**src/rtl/core/shp_pkg.sv**
```systemverilog
package shp_pkg;

    localparam int unsigned CntW   = 16;
    localparam int unsigned AngW   = 8;
    localparam int unsigned PhaseW = 3;
    localparam int unsigned CoilW  = 4;
    localparam int unsigned AddrW  = 5;
    localparam int unsigned DataW  = 32;

    localparam logic [CntW-1:0] CntMax = '1;

    localparam logic [CntW-1:0] RstStepInterval = 16'd2;
    localparam logic [CntW-1:0] RstPushDuration = 16'd500;
    localparam logic [CntW-1:0] RstStepsPerRev  = 16'd512;
    localparam logic            RstReverse      = 1'b1;
    localparam logic [CntW-1:0] RstHoldTime     = 16'd1000;
    localparam logic [AngW-1:0] RstRestAngle    = 8'd30;
    localparam logic [AngW-1:0] RstPushAngle    = 8'd110;

    typedef enum logic [2:0] {
        REG_STEP_INTERVAL = 3'd0,
        REG_PUSH_DURATION = 3'd1,
        REG_STEPS_PER_REV = 3'd2,
        REG_REVERSE       = 3'd3,
        REG_HOLD_TIME     = 3'd4,
        REG_REST_ANGLE    = 3'd5,
        REG_PUSH_ANGLE    = 3'd6
    } t_reg_idx;

    typedef struct packed {
        logic [CntW-1:0] step_interval;
        logic [CntW-1:0] push_duration;
        logic [CntW-1:0] steps_per_rev;
        logic            reverse;
        logic [CntW-1:0] hold_time;
        logic [AngW-1:0] rest_angle;
        logic [AngW-1:0] push_angle;
    } t_cfg;

    function automatic logic [CoilW-1:0] coil_of(input logic [PhaseW-1:0] ph);
        logic [CoilW-1:0] c;
        case (ph)
            3'd0:    c = 4'h1;
            3'd1:    c = 4'h3;
            3'd2:    c = 4'h2;
            3'd3:    c = 4'h6;
            3'd4:    c = 4'h4;
            3'd5:    c = 4'hC;
            3'd6:    c = 4'h8;
            default: c = 4'h9;
        endcase
        return c;
    endfunction

    function automatic logic [CntW-1:0] sat_inc(input logic [CntW-1:0] v);
        return (v == CntMax) ? v : v + 1'b1;
    endfunction

endpackage

```
**src/rtl/core/shp_cfg.sv**
```systemverilog
module shp_cfg (
    input  logic                        i_clk,
    input  logic                        i_rst_n,
    input  logic                        psel,
    input  logic                        penable,
    input  logic                        pwrite,
    input  logic [shp_pkg::AddrW-1:0]   paddr,
    input  logic [shp_pkg::DataW-1:0]   pwdata,
    output logic [shp_pkg::DataW-1:0]   prdata,
    output logic                        pready,
    output shp_pkg::t_cfg               o_cfg
);
    import shp_pkg::*;

    t_cfg     r_cfg;
    t_reg_idx w_idx;
    logic     w_wr;

    assign pready = 1'b1;
    assign w_idx  = t_reg_idx'(paddr[AddrW-1:2]);
    assign w_wr   = psel && penable && pwrite;
    assign o_cfg  = r_cfg;

    always_ff @(posedge i_clk) begin
        if (!i_rst_n) begin
            r_cfg.step_interval <= RstStepInterval;
            r_cfg.push_duration <= RstPushDuration;
            r_cfg.steps_per_rev <= RstStepsPerRev;
            r_cfg.reverse       <= RstReverse;
            r_cfg.hold_time     <= RstHoldTime;
            r_cfg.rest_angle    <= RstRestAngle;
            r_cfg.push_angle    <= RstPushAngle;
        end else if (w_wr) begin
            unique case (w_idx)
                REG_STEP_INTERVAL: r_cfg.step_interval <= pwdata[CntW-1:0];
                REG_PUSH_DURATION: r_cfg.push_duration <= pwdata[CntW-1:0];
                REG_STEPS_PER_REV: r_cfg.steps_per_rev <= pwdata[CntW-1:0];
                REG_REVERSE:       r_cfg.reverse       <= pwdata[0];
                REG_HOLD_TIME:     r_cfg.hold_time     <= pwdata[CntW-1:0];
                REG_REST_ANGLE:    r_cfg.rest_angle    <= pwdata[AngW-1:0];
                REG_PUSH_ANGLE:    r_cfg.push_angle    <= pwdata[AngW-1:0];
                default: ;
            endcase
        end
    end

    always_comb begin
        prdata = '0;
        if (paddr[1:0] == 2'b00) begin
            unique case (w_idx)
                REG_STEP_INTERVAL: prdata = DataW'(r_cfg.step_interval);
                REG_PUSH_DURATION: prdata = DataW'(r_cfg.push_duration);
                REG_STEPS_PER_REV: prdata = DataW'(r_cfg.steps_per_rev);
                REG_REVERSE:       prdata = DataW'(r_cfg.reverse);
                REG_HOLD_TIME:     prdata = DataW'(r_cfg.hold_time);
                REG_REST_ANGLE:    prdata = DataW'(r_cfg.rest_angle);
                REG_PUSH_ANGLE:    prdata = DataW'(r_cfg.push_angle);
                default:           prdata = '0;
            endcase
        end
    end

endmodule

```
**src/rtl/core/shp_core.sv**
```systemverilog
module shp_core (
    input  logic                        i_clk,
    input  logic                        i_rst_n,
    input  shp_pkg::t_cfg               i_cfg,
    input  logic                        i_valid,
    input  logic                        i_advance,
    output logic                        o_take,
    output logic                        o_out_valid,
    input  logic                        i_out_ready,
    output logic [shp_pkg::CoilW-1:0]   o_coil_pattern,
    output logic [shp_pkg::AngW-1:0]    o_servo_angle,
    output logic                        o_push_active,
    output logic                        o_step_taken
);
    import shp_pkg::*;

    logic [PhaseW-1:0] r_phase,    n_phase;
    logic [CntW-1:0]   r_step_el,  n_step_el;
    logic [CntW-1:0]   r_step_cnt, n_step_cnt;
    logic              r_pushing,  n_pushing;
    logic [CntW-1:0]   r_push_el,  n_push_el;
    logic [CntW-1:0]   r_hold,     n_hold;
    logic [CoilW-1:0]  r_coil,     n_coil;
    logic              n_stepped;
    logic              r_out_valid;
    logic [CoilW-1:0]  r_o_coil;
    logic [AngW-1:0]   r_o_angle;
    logic              r_o_push;
    logic              r_o_step;
    logic              w_fire;

    assign o_take = !r_out_valid || i_out_ready;
    assign w_fire = i_valid && o_take;

    always_comb begin
        n_phase    = r_phase;
        n_step_el  = r_step_el;
        n_step_cnt = r_step_cnt;
        n_pushing  = r_pushing;
        n_push_el  = r_push_el;
        n_hold     = r_hold;
        n_coil     = r_coil;
        n_stepped  = 1'b0;
        if (i_advance) begin
            n_step_el = sat_inc(r_step_el);
            if (r_hold != '0) begin
                n_hold = r_hold - 1'b1;
            end else begin
                if (r_pushing) begin
                    n_push_el = sat_inc(r_push_el);
                end
                if (n_step_el >= i_cfg.step_interval) begin
                    n_step_el  = '0;
                    n_stepped  = 1'b1;
                    n_phase    = i_cfg.reverse ? r_phase - 1'b1 : r_phase + 1'b1;
                    n_coil     = coil_of(n_phase);
                    n_step_cnt = sat_inc(r_step_cnt);
                    if (n_step_cnt >= i_cfg.steps_per_rev && !r_pushing) begin
                        n_step_cnt = '0;
                        n_pushing  = 1'b1;
                        n_push_el  = '0;
                    end
                end
                if (n_pushing && n_push_el >= i_cfg.push_duration) begin
                    n_pushing = 1'b0;
                    n_hold    = i_cfg.hold_time;
                end
            end
        end
    end

    always_ff @(posedge i_clk) begin
        if (!i_rst_n) begin
            r_phase     <= '0;
            r_step_el   <= '0;
            r_step_cnt  <= '0;
            r_pushing   <= 1'b0;
            r_push_el   <= '0;
            r_hold      <= '0;
            r_coil      <= '0;
            r_out_valid <= 1'b0;
        end else begin
            if (w_fire) begin
                r_phase    <= n_phase;
                r_step_el  <= n_step_el;
                r_step_cnt <= n_step_cnt;
                r_pushing  <= n_pushing;
                r_push_el  <= n_push_el;
                r_hold     <= n_hold;
                r_coil     <= n_coil;
            end
            if (o_take) begin
                r_out_valid <= i_valid;
            end
        end
    end

    always_ff @(posedge i_clk) begin
        if (w_fire) begin
            r_o_coil  <= n_coil;
            r_o_angle <= n_pushing ? i_cfg.push_angle : i_cfg.rest_angle;
            r_o_push  <= n_pushing;
            r_o_step  <= n_stepped;
        end
    end

    assign o_out_valid    = r_out_valid;
    assign o_coil_pattern = r_o_coil;
    assign o_servo_angle  = r_o_angle;
    assign o_push_active  = r_o_push;
    assign o_step_taken   = r_o_step;

endmodule

```
**src/rtl/core/stepper_halfstep_with_push_timer.sv**
```systemverilog
// Channel | Direction | Handshake              | Payload
// in      | input     | i_in_valid/o_in_ready  | i_advance
// out     | output    | o_out_valid/i_out_ready| o_coil_pattern, o_servo_angle,
//         |           |                        | o_push_active, o_step_taken
// cfg     | input     | psel/penable/pready    | paddr, pwdata, prdata
//
// One item per clock sustained while i_out_ready holds; each item passes the input
// register, then the state update into the result register.
// Synchronous active-low reset clears all timers, phase and coils; config
// registers return to their defaults.
// A stalled result holds the core; the input register takes one more item.
module stepper_halfstep_with_push_timer (
    input  logic                        i_clk,
    input  logic                        i_rst_n,
    input  logic                        i_in_valid,
    output logic                        o_in_ready,
    input  logic                        i_advance,
    output logic                        o_out_valid,
    input  logic                        i_out_ready,
    output logic [shp_pkg::CoilW-1:0]   o_coil_pattern,
    output logic [shp_pkg::AngW-1:0]    o_servo_angle,
    output logic                        o_push_active,
    output logic                        o_step_taken,
    input  logic                        psel,
    input  logic                        penable,
    input  logic                        pwrite,
    input  logic [shp_pkg::AddrW-1:0]   paddr,
    input  logic [shp_pkg::DataW-1:0]   pwdata,
    output logic [shp_pkg::DataW-1:0]   prdata,
    output logic                        pready
);
    import shp_pkg::*;

    t_cfg w_cfg;
    logic r_in_valid;
    logic r_in_adv;
    logic w_take;

    shp_cfg u_cfg (
        .i_clk   (i_clk),
        .i_rst_n (i_rst_n),
        .psel    (psel),
        .penable (penable),
        .pwrite  (pwrite),
        .paddr   (paddr),
        .pwdata  (pwdata),
        .prdata  (prdata),
        .pready  (pready),
        .o_cfg   (w_cfg)
    );

    assign o_in_ready = !r_in_valid || w_take;

    always_ff @(posedge i_clk) begin
        if (!i_rst_n) begin
            r_in_valid <= 1'b0;
        end else if (o_in_ready) begin
            r_in_valid <= i_in_valid;
        end
    end

    always_ff @(posedge i_clk) begin
        if (i_in_valid && o_in_ready) begin
            r_in_adv <= i_advance;
        end
    end

    shp_core u_core (
        .i_clk          (i_clk),
        .i_rst_n        (i_rst_n),
        .i_cfg          (w_cfg),
        .i_valid        (r_in_valid),
        .i_advance      (r_in_adv),
        .o_take         (w_take),
        .o_out_valid    (o_out_valid),
        .i_out_ready    (i_out_ready),
        .o_coil_pattern (o_coil_pattern),
        .o_servo_angle  (o_servo_angle),
        .o_push_active  (o_push_active),
        .o_step_taken   (o_step_taken)
    );

    a_in_hold: assert property (@(posedge i_clk) disable iff (!i_rst_n)
        r_in_valid && !w_take |=> r_in_valid && $stable(r_in_adv))
        else $error("input register lost an item");

    a_coil_shape: assert property (@(posedge i_clk) disable iff (!i_rst_n)
        o_out_valid |-> $countones(o_coil_pattern) <= 2)
        else $error("bad coil pattern");

    a_step_coils: assert property (@(posedge i_clk) disable iff (!i_rst_n)
        o_out_valid && o_step_taken |-> o_coil_pattern != '0)
        else $error("step with coils off");

    a_push_angle: assert property (@(posedge i_clk) disable iff (!i_rst_n)
        o_out_valid && o_push_active |-> o_servo_angle == w_cfg.push_angle)
        else $error("push without push angle");

endmodule
```
**config.mk**
```make
export PLATFORM = sky130hd
export DESIGN_NAME = stepper_halfstep_with_push_timer
export DESIGN_NICKNAME = d
export VERILOG_FILES = /design/src/rtl/core/shp_pkg.sv /design/src/rtl/core/shp_cfg.sv /design/src/rtl/core/shp_core.sv /design/src/rtl/core/stepper_halfstep_with_push_timer.sv
export SDC_FILE = /design/constraint.sdc
export NUM_CORES = 1
export LEC_CHECK = 0
export ABC_AREA = 1
export BUFFER_PORTS_ARGS = -buffer_cell sky130_fd_sc_hd__buf_2
export CAP_MARGIN = 20
export CORE_ASPECT_RATIO = 2
export CORE_MARGIN = 5
export CORE_UTILIZATION = 30
export CTS_CLUSTER_DIAMETER = 50
export DETAILED_ROUTE_END_ITERATION = 10
export GPL_TIMING_DRIVEN = 0
export PLACE_DENSITY_LB_ADDON = 0.15
export SYNTH_ARGS = -nofsm -noshare
export SYNTH_HDL_FRONTEND = slang
export SYNTH_SLANG_ARGS = --single-unit
```
**constraint.sdc**
```tcl
create_clock -name i_clk -period 8.81 [get_ports i_clk]
set_clock_uncertainty 0.2 [all_clocks]
set_input_delay 0 -clock i_clk [delete_from_list [all_inputs] [get_ports i_clk]]
set_output_delay 0 -clock i_clk [all_outputs]
set_load 0.005 [all_outputs]
```
Word level (Yosys, flattened, before mapping):

Index checks and enable logic that the tools add are counted.

* register bits: 170
* latch bits: 0
* bits in writable memories: 0
* memory bits (read-only): 0
* bits of input ports: 45
* output and inout bits: 49
* logic and storage cells: 104
* memories kept: 0

* add/subtract/negate cells: 6
* multiply operators: 0
* divide/modulo/power cells: 0
* $lt $le $gt $ge: 3
* equality and inequality tests: 15
* shifts and indexed selects: 0
* multiplexer cells: 29
* bitwise gates (word level): 2
* reduce and logical (&&, ||, !) cells: 28

Operators with widths (number)
* $mux W16: 13
* $pmux W16 S7: 1
* $add A16 B1 Y16 const B: 3
* $eq A16 B16 Y1 const B: 3
* $ge A16 B16 Y1: 3
* $mux W32: 1
* $pmux W4 S7: 1
* $eq A3 B3 Y1 const B: 6
* $reduce_and A2 Y1: 8
* $reduce_bool A16 Y1: 1
* $sub A16 B1 Y16 const B: 1
* $eq A3 B2 Y1 const B: 4
* $mux W4: 3
* $mux W1: 8
* $mux W8: 1
* $eq A3 B1 Y1 const B: 2
* $logic_and A1 B1 Y1: 6
* $logic_not A3 Y1: 2
* $reduce_and A3 Y1: 2
* $reduce_and A4 Y1: 1
* $add A3 B1 Y3 const B: 1
* $logic_not A1 Y1: 3
* $mux W3: 1
* $sub A3 B1 Y3 const B: 1
* 5 further kinds: 7

Logic depth before layout (Yosys ltp):

Gate-level depths: netlist of run 1.

* word-level depth: 14
* mapped depth: 36
* gate-level depth less buffers: 34

Modules after synthesis:

Synthesis of run 1 repeated with hierarchy kept, for this count alone.

* cell total of the unflattened synthesis: 1516
* area, all modules: 10606.4 sq um

By module, submodules not included
* shp_core: instances 1, cells each 991, area each 6718.9 sq um, seq. area each 1881.8 sq um
* shp_cfg: instances 1, cells each 517, area each 3806.2 sq um, seq. area each 1621.6 sq um
* stepper_halfstep_with_push_timer: instances 1, cells each 8, area each 81.3 sq um, seq. area each 50.0 sq um

Least setup slack after synthesis of run 1:

OpenSTA, ideal clock, no wires.

* path kind: register to register
* start point: register u_core.r_step_el[0]
* end point: register u_core.r_o_angle[1], in the netlist u_core.o_servo_angle[1], data pin
* library setup time: 0.256 ns
* arrival time: 3.956 ns
* data required time: 8.354 ns
* setup slack: 4.398 ns
* stages on the path, launching flop included: 30
* path buffers: 2
* period minus slack after synthesis: 4.412 ns
* cells stage by stage: dfxtp_1 ha_1 nand3_1 nor2_1 nand4_1 nor2_1 nor3_1 nand3b_1 nand2_1 ha_1 a21oi_1 o21a_1 nand2_1 nand2_1 nand2_1 nand2_1 inv_1 nand2_1 clkbuf_1 nand2_1 inv_1 ha_1 nand2_1 nor4_1 nand2_1 nand3_1 nand2_1 nand2_2 buf_6 o21ai_1

* word-level cells in the longest chain between the ends: 12
* elaborated cells between the ends (all ways): 16
* those cells by class: add/sub: 1; order compare: 2; eq/ne: 1; mux: 11; reduce/logical: 1

RTL lines
* start: declaration: line shp_core.sv:18 `logic [CntW-1:0] r_step_el, n_step_el;`
* start signal: assignment: line shp_core.sv:85 `r_step_el <= n_step_el;`
* $add A16 B1 Y16 / $eq A16 B16 Y1 (equally long branches): line shp_pkg.sv:56 `return (v == CntMax) ? v : v + 1'b1;`
* $mux W16 (*): line shp_pkg.sv:56
* $ge A16 B16 Y1 (*): line shp_core.sv:52 `if (n_step_el >= i_cfg.step_interval) begin`
* $mux W16: line shp_core.sv:52
* $mux W16: line shp_core.sv:46 `if (r_hold != '0) begin`
* $mux W16: line shp_core.sv:44 `if (i_advance) begin`
* $ge A16 B16 Y1: line shp_core.sv:64 `if (n_pushing && n_push_el >= i_cfg.push_duration) begin`
* $logic_and A1 B1 Y1: line shp_core.sv:64
* $mux W1 (*): line shp_core.sv:64
* $mux W1 (*): line shp_core.sv:46
* $mux W1 (*): line shp_core.sv:44
* $mux W8 (*): line shp_core.sv:101 `r_o_angle <= n_pushing ? i_cfg.push_angle : i_cfg.rest_angle;`
* end signal: assignment: line shp_core.sv:101
* end: declaration: line shp_core.sv:27 `logic [AngW-1:0] r_o_angle;`

Every way passes the cells marked *; elsewhere a longest branch is shown, timed or not. The select of a mux whose other input is x is not followed.
A chain may end at the register's enable or synchronous reset.

Final worst setup path of run 1:

* start point: register u_core.r_step_el[0]
* end point: register u_core.r_hold[10]

* word-level cells in the longest chain between the ends: 10
* elaborated cells between the ends (all ways): 14
* those cells by class: add/sub: 1; order compare: 2; eq/ne: 1; mux: 7; reduce/logical: 3

RTL lines
* $add A16 B1 Y16 / $eq A16 B16 Y1 (equally long branches): line shp_pkg.sv:56
* $mux W16 (*): line shp_pkg.sv:56
* $ge A16 B16 Y1 (*): line shp_core.sv:52
* $mux W16: line shp_core.sv:52
* $mux W16: line shp_core.sv:46
* $mux W16: line shp_core.sv:44
* $ge A16 B16 Y1: line shp_core.sv:64
* $logic_and A1 B1 Y1 (*): line shp_core.sv:64
* $reduce_bool A2 Y1 (no line) (*)
* $reduce_and A3 Y1 (no line) (*)
* end signal: assignment: line shp_core.sv:89 `r_hold <= n_hold;`
* end: declaration: line shp_core.sv:22 `logic [CntW-1:0] r_hold, n_hold;`

Marks and branches as above.

==> flow_summary_export.csv, run 1 <==
group,metric,value,unit
status,status,"finished clean",
worst_setup_path,critPathCaptureType,"flop",
logic_synthesis,synth.avg_cell_area,7.02,um2
sta,fmax,160,MHz
worst_setup_path,cp_common_cell,"nand2_1",
worst_setup_path,critical_path_arrival,6400,ps
sta,setup_tns,0,ps
routing,drt_first_pass_iters,5,
sta,drv_slew,0,
clock_tree,clock_sinks,170,
routing,wl,36700,um
clock_tree,clockBufferDepth,2,
clock_tree,cts.clk_slew.worst_paths,80,ps
floorplan,num_rows,94,
logic_synthesis,synth.most_common_cell,"nand2_1",
logic_synthesis,synth-edff-count,15,
logic_synthesis,synth_area_leader_cell,"dfxtp_1",
worst_setup_path,critPathTopFamily,"simple AND/OR/NAND/NOR gates",
logic_synthesis,async_reset_ff_frac,0,
cells_and_area,multiInputGateArea,5370,um2
sta,slew_headroom,0.326,
logic_synthesis,ys.flop_type,"dfxtp_1",
worst_setup_path,critical_path_class,"reg -> reg",
place,dp_hpwl,29100,um
power,ir_drop,142,uV
grt,grt_max_degree,22,
worst_setup_path,critPathLaunchType,"flop",
floorplan,core_area,32800,um2
cells_and_area,finish.utilization,0.354,
sta,setup-violations-final,0,
sta,hold_ws,80.6,ps
logic_synthesis,synth.cell_area,9910,um2
worst_setup_path,r2r_cells,31,
cells_and_area,drive_above_1_share,0.0935,
worst_setup_path,r2r_end,"u_core.r_hold[10]$_SDFFE_PN0P_",
logic_synthesis,synth_top_cells_by_count,"278 x nand2_1, 173 x a21oi_1, 169 x inv_1",
worst_setup_path,cp-startpoint,"u_core.r_step_el[0]$_SDFFE_PN0P_",
hold_path,min_path_type,"in -> reg",
routing,post_drt_wl_per_cell,18.6,um
power,p_total,2.10,mW
clock_tree,post_cts_resized,0,
cells_and_area,fin_nets,1630,
cells_and_area,antenna_cells,0,
cells_and_area,seqCellArea,3550,um2
clock_tree,clock_latency,460,ps
logic_synthesis,ys_seq_elements,170,
worst_setup_path,crit_cells,31,
clock_tree,h-tree-depth,4,
sta,hold_violations,0,
floorplan,die-area,37000,um2
worst_setup_path,setup.worst_path.end,"u_core.r_hold[10]$_SDFFE_PN0P_",
grt,antenna_found_initial,0,
routing,ant_nets,0,
floorplan,top_level_ports,94,
grt,grt_usage,0.198,
logic_synthesis,synth_warnings,0,
logic_synthesis,netlist.area_leader.share,0.313,
power,power_density,181,nW/um2
place,postPlaceCellArea,10800,um2
place,pre_cts_ws,2550,ps
worst_setup_path,worst-path-buf-inv,4,
place,port_buffers,59,
clock_tree,cts_buffers,17,
cells_and_area,fillers,3526,
place,placed_cells,1917,
clock_tree,cts_setup_buffers,0,
clock_tree,cts_tree,"done",
sta,min_period_over_period,0.710,
cells_and_area,stdcell_area,11600,um2
clock_tree,root_buffer,"clkbuf_16",
cells_and_area,final_cells,1972,
cells_and_area,syn_to_final_growth,17.2,%
run,cap_violations,0,
worst_setup_path,cp_data_required_time,8960,ps
floorplan,start_util,0.302,
sta,rsz0062_at_grt,"false",
logic_synthesis,synthTopCellsByArea,"dfxtp_1 31%, nand2_1 11%, a21oi_1 8.7%, ha_1 7.2%, o21ai_0 6.5%",
routing,viasPerCell,4.95,
power,cellLeakagePower,5.09,nW
routing,drtIter0Drc,663,
worst_setup_path,r2r-start,"u_core.r_step_el[0]$_SDFFE_PN0P_",
routing,vias,9752,
worst_setup_path,cp_max_fo,10,
worst_setup_path,cpMaxStageDelayCell,"clkbuf_1",
sta,post-route-min-period,6250,ps
routing,drcViolationCount,0,
logic_synthesis,synth.distinct_cells,46,
grt,grt_pass1_vias,9683,
grt,gr-total-overflow,0,
logic_synthesis,synthCells,1411,
sta,worstMarginPinSlew,1010,ps
place,gp_congestion,0.925,
worst_setup_path,max_stage_delay,480,ps
logic_synthesis,seq_area_frac_synth,0.359,
sta,setup_ws,2560,ps
grt,grt_pass1_wl,55700,um
floorplan,die_h,267,um
worst_setup_path,regToRegSetupSlack,2560,ps
floorplan,die_x,139,um
## sequential cells by signal, summed over array words and instances (netlist names)
register               flops
u_core.o_push_active       1
u_core.r_phase             3
r_in_valid                 1
u_core.r_coil              4
u_cfg.o_cfg               81
u_core.o_step_taken        1
u_core.r_pushing           1
u_core.r_step_el          16
u_core.o_out_valid         1
u_core.o_coil_pattern      4
u_core.r_push_el          16
r_in_adv                   1
u_core.o_servo_angle       8
u_core.r_hold             16
u_core.r_step_cnt         16
## cells in the final DEF (no fill, tap or decap), types with 23 or more instances in the layout
| master | Yosys | final |
|---|---|---|
| xor2_1 | 30 | 30 |
| nand3_1 | 65 | 65 |
| inv_1 | 169 | 169 |
| dfxtp_1 | 155 | 155 |
| o21ai_0 | 128 | 128 |
| nor2_1 | 116 | 116 |
| a21oi_1 | 173 | 173 |
| buf_2 | 7 | 66 |
| dlygate4sd3_1 | 0 | 23 |
| nand2_1 | 278 | 278 |
| clkbuf_1 | 40 | 40 |
| ha_1 | 57 | 57 |
## cell type report
type                    count  area share
plain buffers              71      0.0315
flip-flops and latches    170       0.306
clock inverters            15      0.0138
clock buffers              17      0.0366
multi-input cells        1006       0.463
inverters                 179      0.0578
well taps                 432      0.0465
repair buffers             82      0.0452
## cells by family (layout without fill, tap and decap cells)
kind of cell,Yosys count,count (layout),synth area share
other,2,17,0.000758
adders and majority gates,58,58,0.0740
and+or+nand+nor,520,520,0.223
xor gates and xnor gates,47,47,0.0415
muxes,1,1,0.00101
DFF,170,170,0.359
buffers and inverters,250,364,0.105
AOI/OAI and AO/OA,363,363,0.197
## per-layer routing
layer  GRT usage  vias to the layer above  part of all wire
li1            -                     4879                 -
met1       0.194                     4524              0.36
met2       0.391                      260              0.55
met3      0.0294                       89             0.031
met4       0.109                        0             0.055
met5           0                        -                 0
## how the worst min path moves through the flow
stage / end / cells past startpoint / from / slack (ps)
5_1_grt: r_in_adv$_DFFE_PP_ / 2 / i_advance / 60
2_1_floorplan: r_in_adv$_DFFE_PP_ / 0 / i_advance / -100
4_1_cts: r_in_adv$_DFFE_PP_ / 2 / i_advance / 60
3_3_place_gp: r_in_adv$_DFFE_PP_ / 1 / i_advance / -2
3_5_place_dp: r_in_adv$_DFFE_PP_ / 1 / i_advance / 0.7
6_report: r_in_adv$_DFFE_PP_ / 2 / i_advance / 80
## report_power, final
group	leakage [nW]	switching [mW]	total, mW	internal (mW)
clock network	0.280	0.386	0.763	0.378
registers	1.39	0.0284	0.837	0.809
logic	3.41	0.333	0.499	0.166
total	5.09	0.747	2.10	1.35
## worst reg2reg max path: cells and delay by family (launching register included)
kind                     cells  cell delay (ps)
AND/OR/NAND/NOR             22             3640
adder cells (fa/ha/maj)      3              640
buffers and inverters        4              880
AO/OA/AOI/OAI                2              380
flip-flops                   1              400
## repair_timing
| item | in CTS | in global routing |
|---|---|---|
| endpoints found under the setup margin | 0 | 0 |
| hold buffers | 23 | 0 |
| hold endpoints to repair | 87 | 0 |
No activity file was read; power rests on OpenSTA's default activity.
==> run 2, diff against run 1 <==
Settings changed: ABC_AREA 1 to 0.
Clock period 8.81 ns to 6.1 ns, I/O delays scaled along.
==> run 2 against run 1 <==
Die area up 0.62%. Critical endpoint is now u_core.o_servo_angle[0]$_DFFE_PP_. Combinational power up 140%. Power up 69%. Non-clock buffer count up 24. Cell area up 3.1%.
==> flow_summary_export.csv, run 2 <==
group,metric,value,unit
worst_setup_path,cp-startpoint,"u_core.r_step_el[0]$_SDFFE_PN0P_",
run,cap_violations,0,
clock_tree,clock_latency,460,ps
worst_setup_path,critical_path_arrival,5870,ps
cells_and_area,seqCellArea,3560,um2
cells_and_area,largest_register_ffs,81,
routing,wl,38300,um
sta,fmax,171,MHz
worst_setup_path,critPathCaptureType,"flop",
floorplan,core_area,32900,um2
place,dp_hpwl,29600,um
floorplan,die-area,37200,um2
routing,drt_first_pass_iters,5,
grt,antenna_found_initial,0,
worst_setup_path,r2r-start,"u_core.r_step_el[0]$_SDFFE_PN0P_",
clock_tree,clockBufferDepth,2,
worst_setup_path,cp_common_cell,"ha_1",
sta,hold_violations,0,
cells_and_area,syn_to_final_growth,20.1,%
worst_setup_path,regToRegSetupSlack,240,ps
clock_tree,cts_buffers,17,
logic_synthesis,synth_top_cells_by_count,"237 x nand2_1, 155 x dfxtp_1, 125 x a21oi_1",
floorplan,num_rows,94,
power,power_density,297,nW/um2
sta,min_period_over_period,0.961,
logic_synthesis,synth.distinct_cells,73,
grt,grt_pass1_wl,57700,um
hold_path,min_path_type,"in -> reg",
logic_synthesis,ys.flop_type,"dfxtp_1",
worst_setup_path,cp_max_fo,10,
cells_and_area,most-common-layout-cells,"237 x nand2_1, 152 x dfxtp_1, 123 x a21oi_1",
worst_setup_path,r2r_end,"u_core.o_servo_angle[0]$_DFFE_PP_",
cells_and_area,finish.utilization,0.364,
worst_setup_path,crit_cells,23,
power,cellLeakagePower,4.44,nW
worst_setup_path,r2r_cells,23,
logic_synthesis,ys_seq_elements,170,
worst_setup_path,max_stage_delay,410,ps
grt,grt_max_degree,17,
cells_and_area,antenna_cells,0,
clock_tree,clock_sinks,170,
clock_tree,root_buffer,"clkbuf_16",
worst_setup_path,crit_chain,"ha_1 > nand3_2 > nor4_2 > nand4_1 > nor4bb_1 > nor2_1 > ha_1 > nand4_1 > a211oi_4 > a2111oi_4 > buf_4 > o21ai_4 > and3_4 > clkbuf_2 > nor2_1 > ha_1 > o21a_1 > o21a_1 > a311oi_2 > o21ai_4 > a31oi_4 > buf_12 > mux2_2",
routing,viasPerCell,5.34,
clock_tree,cts_tree,"done",
logic_synthesis,netlist.area_leader.share,0.311,
sta,setup-violations-final,0,
status,status,"finished clean",
grt,grt_usage,0.204,
sta,worstMarginPinSlew,1180,ps
power,p_total,3.56,mW
clock_tree,cts.clk_slew.worst_paths,70,ps
worst_setup_path,critPathTopFamily,"simple AND/OR/NAND/NOR gates",
power,ir_drop,210,uV
grt,gr-total-overflow,0,
logic_synthesis,async_reset_ff_frac,0,
place,gp_congestion,0.894,
cells_and_area,multiInputGateArea,6030,um2
routing,drtIter0Drc,595,
logic_synthesis,synthCells,1282,
worst_setup_path,cpMaxStageDelayCell,"dfxtp_2",
grt,grt_pass1_vias,9651,
logic_synthesis,synth.most_common_cell,"nand2_1",
place,port_buffers,58,
routing,ant_nets,0,
logic_synthesis,synth_warnings,0,
cells_and_area,fillers,3480,
routing,drcViolationCount,0,
floorplan,start_util,0.303,
logic_synthesis,synth.avg_cell_area,7.78,um2
floorplan,top_level_ports,94,
cells_and_area,stdcell_area,12000,um2
floorplan,die_x,139,um
worst_setup_path,critical_path_class,"reg -> reg",
logic_synthesis,synthTopCellsByArea,"dfxtp_1 31%, nand2_1 8.9%, ha_1 7.2%, a21oi_1 6.3%, edfxtp_1 4.5%",
place,postPlaceCellArea,10900,um2
logic_synthesis,seq_area_frac_synth,0.356,
logic_synthesis,synth.cell_area,9970,um2
routing,post_drt_wl_per_cell,20.8,um
logic_synthesis,synth_area_leader_cell,"dfxtp_1",
sta,slew_headroom,0.210,
worst_setup_path,worst-path-buf-inv,3,
cells_and_area,fin_nets,1503,
worst_setup_path,critPathLaunchType,"flop",
worst_setup_path,setup.worst_path.end,"u_core.o_servo_angle[0]$_DFFE_PP_",
sta,post-route-min-period,5860,ps
cells_and_area,drive_above_1_share,0.130,
sta,hold_ws,43.3,ps
floorplan,die_h,268,um
logic_synthesis,synth-edff-count,15,
sta,drv_slew,0,
cells_and_area,layout_commonest_cell,"nand2_1",
clock_tree,h-tree-depth,4,
routing,vias,9855,
worst_setup_path,cp_data_required_time,6110,ps
-- run 2: repair_timing --
item                                    in CTS  in global routing
buffers inserted                             8                  1
gates resized for setup                     34                 21
pin swaps                                    7                  6
endpoints found under the setup margin      26                 24
hold buffers                                21                  0
endpoints found under the hold margin       91                  0
-- run 2: area by class of cell --
type / instances / area share
clock buffer: 20 / 0.0390
multi-input combinational: 968 / 0.503
buffer: 88 / 0.0346
sequential: 170 / 0.297
clock inverter: 12 / 0.00951
tap: 432 / 0.0451
timing repair buffer: 89 / 0.0508
inverter: 66 / 0.0207
-- run 2: how the worst min path moves through the flow --
stage                         end  cells past startpoint       from  slack, ps
6_report       r_in_adv$_DFFE_PP_                      2  i_advance         40
5_1_grt        r_in_adv$_DFFE_PP_                      2  i_advance         40
4_1_cts        r_in_adv$_DFFE_PP_                      2  i_advance         20
3_5_place_dp   r_in_adv$_DFFE_PP_                      1  i_advance        -20
3_3_place_gp   r_in_adv$_DFFE_PP_                      1  i_advance        -20
2_1_floorplan  r_in_adv$_DFFE_PP_                      0  i_advance       -100
-- run 2: metal layers --
metal,wire (um),vias up,global-route usage
met5,0,-,0
met4,2590,0,0.139
met3,1130,100,0.0269
met2,21200,257,0.397
met1,13500,4732,0.196
li1,-,4766,-
-- run 2: logic make-up (layout without fill, tap and decap cells) --
| logic type | Yosys count | after routing | synth area share |
|---|---|---|---|
| adder cells (fa/ha/maj) | 58 | 58 | 0.0735 |
| XOR/XNOR | 38 | 38 | 0.0334 |
| buffers and inverters | 159 | 275 | 0.0676 |
| other | 2 | 17 | 0.000753 |
| multiplexers | 23 | 23 | 0.0248 |
| AO/OA/AOI/OAI | 322 | 322 | 0.209 |
| AND/OR/NAND/NOR | 510 | 510 | 0.235 |
| flip-flops | 170 | 170 | 0.356 |
-- run 2: metrics by stage --
stage | worst slack (ps) | TNS [ps] | instances
floorplan | 212 | 0 | 1297
global placement | -2180 | -48990 | 1787
detailed placement | -2140 | -47600 | 1788
CTS | 22.7 | 0 | 1846
global route | -5.50 | -5.50 | 1845
finish | 236 | 0 | 1845
-- run 2: power breakdown --
group / leakage, nW / switching (mW) / internal, mW
Sequential: 1.39 / 0.0574 / 1.17
Clock: 0.272 / 0.514 / 0.598
Combinational: 2.78 / 0.826 / 0.389
Total: 4.44 / 1.40 / 2.16
